## config.mk

```make
export PLATFORM = sky130hd
export DESIGN_NAME = consistent_hash_ring_top
export DESIGN_NICKNAME = d
export VERILOG_FILES = /design/src/chring_pkg.sv /design/src/consistent_hash_ring_top.sv
export SDC_FILE = /design/constraint.sdc
export NUM_CORES = 2
export LEC_CHECK = 0
export BUFFER_PORTS_ARGS = -buffer_cell sky130_fd_sc_hd__buf_2
export CORE_UTILIZATION = 30
export CTS_BUF_LIST = sky130_fd_sc_hd__clkbuf_8
export DETAILED_ROUTE_END_ITERATION = 16
export SETUP_SLACK_MARGIN = 0.1
export SLEW_MARGIN = 20
export SYNTH_ARGS = -nofsm -noshare
export SYNTH_HDL_FRONTEND = slang
export SYNTH_SLANG_ARGS = --single-unit
```

## constraint.sdc

```tcl
create_clock -name aclk -period 12.3 [get_ports aclk]
set_input_delay 0.615 -clock aclk [delete_from_list [all_inputs] [get_ports aclk]]
set_output_delay 0.615 -clock aclk [all_outputs]
set_load 0.05 [all_outputs]
```

## src/chring_pkg.sv

```systemverilog
// ----------------------------------------------------------------------------
// chring_pkg: shared types and codes for the consistent hash ring
// Operation and status codes, field widths and the ring entry layout.
// ----------------------------------------------------------------------------
`default_nettype none

package chring_pkg;

    localparam int KEY_W    = 32;
    localparam int NODE_W   = 4;
    localparam int OP_W     = 2;
    localparam int STATUS_W = 2;

    // operation codes carried on s_tuser
    localparam logic [OP_W-1:0] OP_INSERT = 2'd0;
    localparam logic [OP_W-1:0] OP_DELETE = 2'd1;
    localparam logic [OP_W-1:0] OP_LOOKUP = 2'd2;

    // status codes carried on m_tuser
    localparam logic [STATUS_W-1:0] STATUS_OK    = 2'd0;
    localparam logic [STATUS_W-1:0] STATUS_EMPTY = 2'd1;
    localparam logic [STATUS_W-1:0] STATUS_FULL  = 2'd2;

    // one ring slot as held in the entry memory
    typedef struct packed {
        logic              valid;
        logic [KEY_W-1:0]  key;
        logic [NODE_W-1:0] owner;
    } entry_t;

endpackage : chring_pkg

`default_nettype wire

```

## src/consistent_hash_ring_top.sv

```systemverilog
// ----------------------------------------------------------------------------
// consistent_hash_ring_top: consistent hash ring with insert, delete, lookup
// Keeps virtual-node entries in one synchronous memory and scans it once per
// operation for key match, first free slot, smallest key and successor.
// ----------------------------------------------------------------------------
//
//  channel | ports            | content
//  --------+------------------+--------------------------------------------
//  input   | s_tvalid/tready  | tuser: opcode; tdata: key, node_id
//  result  | m_tvalid/tready  | tuser: status; tdata: owner, hit key, wrapped
//
//  Each transaction runs from acceptance through the scan, drain and commit
//  states back to idle: one read of the entry memory per slot, a drain state
//  for the last read data, a commit state that writes back and loads the
//  result, and idle, where the next one is taken. After reset a clearing pass
//  invalidates every slot before the first transaction is taken. A stalled
//  result holds the commit state until the output register is free.
//
`default_nettype none

module consistent_hash_ring_top #(
    parameter int RING_DEPTH = 64
) (
    input  wire                               aclk,
    input  wire                               aresetn,
    // input channel
    input  wire                               s_tvalid,
    output logic                              s_tready,
    input  wire  [39:0]                       s_tdata,  // [31:0] key, [35:32] node_id
    input  wire  [chring_pkg::OP_W-1:0]       s_tuser,  // [1:0] opcode
    // result channel
    output logic                              m_tvalid,
    input  wire                               m_tready,
    output logic [39:0]                       m_tdata,  // [3:0] owner_node,
                                                        // [35:4] ring_key_hit,
                                                        // [36] wrapped
    output logic [chring_pkg::STATUS_W-1:0]   m_tuser   // [1:0] status
);
    import chring_pkg::*;

    localparam int ADDR_W = (RING_DEPTH > 1) ? $clog2(RING_DEPTH) : 1;
    localparam logic [ADDR_W-1:0] LAST_ADDR = ADDR_W'(RING_DEPTH - 1);

    typedef enum logic [2:0] {
        ST_CLEAR,
        ST_IDLE,
        ST_SCAN,
        ST_DRAIN,
        ST_COMMIT
    } state_t;

    // entry memory
    entry_t mem [RING_DEPTH];
    entry_t rd_data_reg;
    logic   rd_pend_reg;
    logic [ADDR_W-1:0] rd_idx_reg;

    logic              rd_en;
    logic              wr_en;
    logic [ADDR_W-1:0] wr_addr;
    entry_t            wr_data;

    // control and trackers
    state_t              state_reg;
    logic [ADDR_W-1:0]   cnt_reg;
    logic [OP_W-1:0]     op_reg;
    logic [KEY_W-1:0]    key_reg;
    logic [NODE_W-1:0]   node_reg;

    logic                match_found_reg;
    logic [ADDR_W-1:0]   match_idx_reg;
    logic                free_found_reg;
    logic [ADDR_W-1:0]   free_idx_reg;
    logic                least_found_reg;
    logic [KEY_W-1:0]    least_key_reg;
    logic [NODE_W-1:0]   least_owner_reg;
    logic                succ_found_reg;
    logic [KEY_W-1:0]    succ_key_reg;
    logic [NODE_W-1:0]   succ_owner_reg;

    // output register
    logic                m_tvalid_reg;
    logic [STATUS_W-1:0] status_reg;
    logic [NODE_W-1:0]   owner_reg;
    logic [KEY_W-1:0]    hit_reg;
    logic                wrap_reg;

    logic                s_fire;
    logic                out_free;
    logic                commit_go;
    logic                upd_match;
    logic                upd_free;
    logic                upd_least;
    logic                upd_succ;

    logic [STATUS_W-1:0] status_next;
    logic [NODE_W-1:0]   owner_next;
    logic [KEY_W-1:0]    hit_next;
    logic                wrap_next;

    assign s_tready  = (state_reg == ST_IDLE);
    assign s_fire    = s_tvalid && s_tready;
    assign out_free  = !m_tvalid_reg || m_tready;
    assign commit_go = (state_reg == ST_COMMIT) && out_free;
    assign rd_en     = (state_reg == ST_SCAN);

    // tracker updates from the entry read in the previous cycle
    assign upd_match = rd_pend_reg && rd_data_reg.valid && !match_found_reg
                       && (rd_data_reg.key == key_reg);
    assign upd_free  = rd_pend_reg && !rd_data_reg.valid && !free_found_reg;
    assign upd_least = rd_pend_reg && rd_data_reg.valid
                       && (!least_found_reg || (rd_data_reg.key < least_key_reg));
    assign upd_succ  = rd_pend_reg && rd_data_reg.valid && (rd_data_reg.key > key_reg)
                       && (!succ_found_reg || (rd_data_reg.key < succ_key_reg));

    // write-back of the clearing pass and of the commit, and result of the commit
    always_comb begin
        wr_en       = 1'b0;
        wr_addr     = cnt_reg;
        wr_data     = '0;
        status_next = STATUS_OK;
        owner_next  = '0;
        hit_next    = '0;
        wrap_next   = 1'b0;
        if (state_reg == ST_CLEAR) begin
            wr_en = 1'b1;
        end else if (commit_go) begin
            unique case (op_reg)
                OP_INSERT: begin
                    wr_data.valid = 1'b1;
                    wr_data.key   = key_reg;
                    wr_data.owner = node_reg;
                    if (match_found_reg) begin
                        wr_en   = 1'b1;
                        wr_addr = match_idx_reg;
                    end else if (free_found_reg) begin
                        wr_en   = 1'b1;
                        wr_addr = free_idx_reg;
                    end else begin
                        status_next = STATUS_FULL;
                    end
                end
                OP_DELETE: begin
                    if (match_found_reg) begin
                        wr_en   = 1'b1;
                        wr_addr = match_idx_reg;
                    end
                end
                OP_LOOKUP: begin
                    if (!least_found_reg) begin
                        status_next = STATUS_EMPTY;
                    end else if (succ_found_reg) begin
                        owner_next = succ_owner_reg;
                        hit_next   = succ_key_reg;
                    end else begin
                        owner_next = least_owner_reg;
                        hit_next   = least_key_reg;
                        wrap_next  = 1'b1;
                    end
                end
                default: begin
                    status_next = STATUS_OK;
                end
            endcase
        end
    end

    // entry memory: one write port, one registered read port
    always_ff @(posedge aclk) begin
        if (wr_en) begin
            mem[wr_addr] <= wr_data;
        end
        if (rd_en) begin
            rd_data_reg <= mem[cnt_reg];
        end
    end

    // state machine, scan trackers and output register
    always_ff @(posedge aclk) begin
        if (!aresetn) begin
            state_reg       <= ST_CLEAR;
            cnt_reg         <= '0;
            rd_pend_reg     <= 1'b0;
            match_found_reg <= 1'b0;
            free_found_reg  <= 1'b0;
            least_found_reg <= 1'b0;
            succ_found_reg  <= 1'b0;
            m_tvalid_reg    <= 1'b0;
        end else begin
            rd_pend_reg <= rd_en;
            rd_idx_reg  <= cnt_reg;

            if (upd_match) begin
                match_found_reg <= 1'b1;
                match_idx_reg   <= rd_idx_reg;
            end
            if (upd_free) begin
                free_found_reg <= 1'b1;
                free_idx_reg   <= rd_idx_reg;
            end
            if (upd_least) begin
                least_found_reg <= 1'b1;
                least_key_reg   <= rd_data_reg.key;
                least_owner_reg <= rd_data_reg.owner;
            end
            if (upd_succ) begin
                succ_found_reg <= 1'b1;
                succ_key_reg   <= rd_data_reg.key;
                succ_owner_reg <= rd_data_reg.owner;
            end

            // result taken and no new one loaded this cycle
            if (m_tvalid_reg && m_tready && !commit_go) begin
                m_tvalid_reg <= 1'b0;
            end

            unique case (state_reg)
                ST_CLEAR: begin
                    if (cnt_reg == LAST_ADDR) begin
                        cnt_reg   <= '0;
                        state_reg <= ST_IDLE;
                    end else begin
                        cnt_reg <= cnt_reg + 1'b1;
                    end
                end
                ST_IDLE: begin
                    if (s_fire) begin
                        op_reg          <= s_tuser;
                        key_reg         <= s_tdata[31:0];
                        node_reg        <= s_tdata[35:32];
                        match_found_reg <= 1'b0;
                        free_found_reg  <= 1'b0;
                        least_found_reg <= 1'b0;
                        succ_found_reg  <= 1'b0;
                        cnt_reg         <= '0;
                        state_reg       <= ST_SCAN;
                    end
                end
                ST_SCAN: begin
                    if (cnt_reg == LAST_ADDR) begin
                        cnt_reg   <= '0;
                        state_reg <= ST_DRAIN;
                    end else begin
                        cnt_reg <= cnt_reg + 1'b1;
                    end
                end
                ST_DRAIN: begin
                    state_reg <= ST_COMMIT;
                end
                ST_COMMIT: begin
                    if (out_free) begin
                        m_tvalid_reg <= 1'b1;
                        status_reg   <= status_next;
                        owner_reg    <= owner_next;
                        hit_reg      <= hit_next;
                        wrap_reg     <= wrap_next;
                        state_reg    <= ST_IDLE;
                    end
                end
                default: begin
                    state_reg <= ST_IDLE;
                end
            endcase
        end
    end

    assign m_tvalid = m_tvalid_reg;
    assign m_tuser  = status_reg;
    assign m_tdata  = {3'b000, wrap_reg, hit_reg, owner_reg};

`ifndef SYNTH
    // a taken input transaction closes the input side for the scan
    a_busy_after_accept: assert property (@(posedge aclk) disable iff (!aresetn)
        s_fire |=> !s_tready)
        else $error("input accepted again straight after a transaction");

    // an insert refused on a full ring must never write
    a_full_no_write: assert property (@(posedge aclk) disable iff (!aresetn)
        (commit_go && (status_next == STATUS_FULL)) |-> !wr_en)
        else $error("write issued on a full-ring insert");

    // a successor is never below the smallest key
    a_succ_above_least: assert property (@(posedge aclk) disable iff (!aresetn)
        succ_found_reg |-> (least_found_reg && (least_key_reg <= succ_key_reg)))
        else $error("successor tracked below smallest key");

    // the successor lies strictly above the query
    a_succ_above_query: assert property (@(posedge aclk) disable iff (!aresetn)
        (commit_go && (op_reg == OP_LOOKUP) && succ_found_reg) |->
            (succ_key_reg > key_reg))
        else $error("successor not above lookup key");
`endif

endmodule : consistent_hash_ring_top

`default_nettype wire

```

==> impl_metrics.tcl <==
set metrics [dict create \
    fp.dieH_um 579 \
    layout-drive-gt1-share_pct 27.5 \
    synthArstFlopShare_pct 0 \
    cp-end-kind "flop" \
    fin_skew_ns 0.0967 \
    core_mm2 0.331 \
    p_leak_nw 36.1 \
    arrival_ns 5.51 \
    post_cts_buffers 0 \
    layout.nets 5213 \
    synthTopCellsByArea "edfxtp_1 77%, mux4_2 13%, ha_1 1.2%, a22oi_1 1.0%, mux2i_1 0.65%" \
    antenna_found_initial 14 \
    p_sw_mw 4.22 \
    hold_class "input pin to flop" \
    cts_sinks 2587 \
    die_w_um 579 \
    cts-root-buf "clkbuf_8" \
    pwr-share-clk_pct 38.1 \
    setup_viol 0 \
    max_slew.worst_pin.slew_ns 1.22 \
    std_cell_rows 211 \
    hold_buffers 42 \
    cp_max_fo 40 \
    hold_depth 2 \
    seqPwrFrac_pct 54.6 \
    drtIter0Drc 5845 \
    max-cap-violations 0 \
    grt_pass1_vias 50900 \
    grt_use_total_pct 15.8 \
    netlist_instances 4597 \
    drt_wl_total_um 270000 \
    drc_errors 0 \
    vias 50200 \
    via_per_inst 5.15 \
    critPathKind "flop to flop" \
    synth_warnings 0 \
    cts-resized-gates 0 \
    synth-edff-count 2572 \
    htreeDepth 5 \
    syn_to_final_growth_pct 14.5 \
    wl_per_cell_um 27.7 \
    clk_latency_ns 1.07 \
    grt_max_degree 114 \
    synth_top_area_share_pct 77.2 \
    yosysMostFrequentCell "edfxtp_1" \
    cts_buffer_depth 4 \
    p_per_area_mw_per_mm2 155 \
    min_to "key_reg[12]" \
    drt-pass1-iter-count 6 \
    start_util_pct 30.2 \
    switching_share_pct 23.7 \
    met2_length_um 130000 \
    slew_headroom_pct 17.6 \
    p_int_mw 13.6 \
    period_minus_slack_ns 4.96 \
    period_share_pct 40.4 \
    p_comb_share_pct 7.2 \
    regToRegEndpoint "rd_data_reg[14]" \
    largest_reg_flops 2368 \
    status "completed" \
    slew_violations 0 \
    finalSetupTns_ns 0 \
    path_clk_slew_ns 0.06 \
    synth.largest_area_cell "edfxtp_1" \
    port_buffers 82 \
    wl_met1_um 108000 \
    synth_cell_type_count 67 \
    rrSetupSlack_ns 7.34 \
    ys_seq_area_share_pct 77.5 \
    grt_pass1_wl_um 378000 \
    r2r_cells 6 \
    top_layer_used "met5" \
    hold_start "s_tdata[12]" \
    required_ns 12.85 \
    dp_hpwl_um 140000 \
    avgSynthCellArea_um2 21.8 \
    io-pin-count 90 \
    synth.top_cells.by_count "2572 x edfxtp_1, 590 x mux4_2, 156 x nor2_1" \
    holdWs_ns 0.259 \
    max_clock_freq_mhz 201 \
    ir_drop_mv 0.0961 \
    die_area_mm2 0.336 \
    synthFlopType "edfxtp_1" \
    start_kind "flop" \
    cts_inserted_buffers 430 \
    r2r_start "cnt_reg[0]" \
    ys_seq_elements 2587 \
    cts_tree "done" \
    grt-ovfl-total 0 \
    hold_viol 0 \
    drtAntennaViolNets 0 \
    syn-cell-area_mm2 0.100 \
    route.met3.wl_um 23600 \
    grt_setup_unrepaired "no" \
    place_congestion 0.831 \
]
-- how the worst max path moves through the flow --
stage,start,to,slack [ns],depth (start not counted)
finish,cnt_reg[0],rd_data_reg[14],7.34,6
global route,cnt_reg[0],rd_data_reg[14],7.11,6
CTS,cnt_reg[0],rd_data_reg[22],7.27,7
detailed placement,cnt_reg[0],rd_data_reg[22],7.29,7
global placement,cnt_reg[0],rd_data_reg[22],7.29,7
floorplan,m_tready,mem[0][10],7.97,4
-- critical path: stages (launching register included) --
cell and delay [ns]:
dfxtp_4 0.70, buf_4 0.67, buf_4 0.77, mux4_2 0.61, a22o_1 0.25, a221oi_1 0.69, o221ai_1 0.64
-- area by class of cell --
cell class / count / area (um2)
Timing Repair Buffer: 280 / 2080
Antenna cell: 5 / 12.5
Tap cell: 4366 / 5460
Multi-Input combinational cell: 1666 / 21600
Inverter: 107 / 402
Clock buffer: 437 / 6010
Sequential cell: 2587 / 77500
Fill cell: 30700 / 217000
Clock inverter: 299 / 1450
-- power by group through the flow --
stage,logic (mW),registers (mW),clock network (mW)
3_3_place_gp,1.28,9.90,0
2_1_floorplan,0.812,9.87,0
3_5_place_dp,1.28,9.91,0
5_1_grt,1.35,9.73,7.27
4_1_cts,1.29,9.73,6.92
6_report,1.29,9.73,6.79
-- per-layer routing --
metal | track usage [%] | up-vias
li1 | - | 20400
met1 | 20.8 | 26900
met2 | 26.0 | 2411
met3 | 3.34 | 493
met4 | 5.32 | 10
met5 | 0 | -
-- stage by stage --
| stage | area [um2] | worst slack, ns | power, mW | utilization [%] | instances |
|---|---|---|---|---|---|
| after CTS | 114000 | 7.27 | 17.9 | 34.6 | 9741 |
| final | 115000 | 7.34 | 17.8 | 34.6 | 9747 |
| after global placement | 107000 | 7.29 | 11.2 | 32.2 | 8963 |
| after detailed placement | 107000 | 7.29 | 11.2 | 32.2 | 8963 |
| after floorplan | 100000 | 7.97 | 10.7 | - | 4599 |
| after global routing | 115000 | 7.11 | 18.3 | 34.6 | 9744 |
-- cell families after synthesis --
| group | count (synthesis) | share of synthesized area (%) |
|---|---|---|
| other | 1 | 0.00375 |
| AO/OA/AOI/OAI | 481 | 3.50 |
| multiplexers | 659 | 14.0 |
| buffers and inverters | 346 | 1.77 |
| XOR/XNOR | 1 | 0.00876 |
| AND/OR/NAND/NOR | 427 | 2.05 |
| flip-flops | 2587 | 77.5 |
| adder cells (fa/ha/maj) | 95 | 1.19 |
-- cell usage in the layout, fill, tap and decap left out, types with 8 or more instances in the layout --
master,synthesis,layout
nand2b_1,18,18
nor3_2,0,31
nand2_1,77,77
buf_4,14,150
a21oi_1,72,71
mux2i_1,65,65
or2_2,8,8
a21o_1,10,10
dlygate4sd3_1,0,42
o22ai_1,36,36
nor2_1,156,86
a22oi_1,138,138
nand3_1,23,22
edfxtp_1,2572,2572
ha_1,95,95
nor3_1,49,18
clkinv_1,0,114
inv_1,107,236
dfxtp_1,15,9
nor2b_1,26,18
o21ai_0,37,37
buf_2,74,82
nand4_1,15,15
a31oi_1,13,13
clkbuf_8,0,437
a211oi_1,13,13
a221oi_1,48,48
a22o_1,50,50
nor2_4,0,70
mux4_2,590,590
clkinv_2,0,40
or3_1,9,9
o221ai_1,25,24
bufinv_16,0,9
Power figures use the tool's default switching activity.
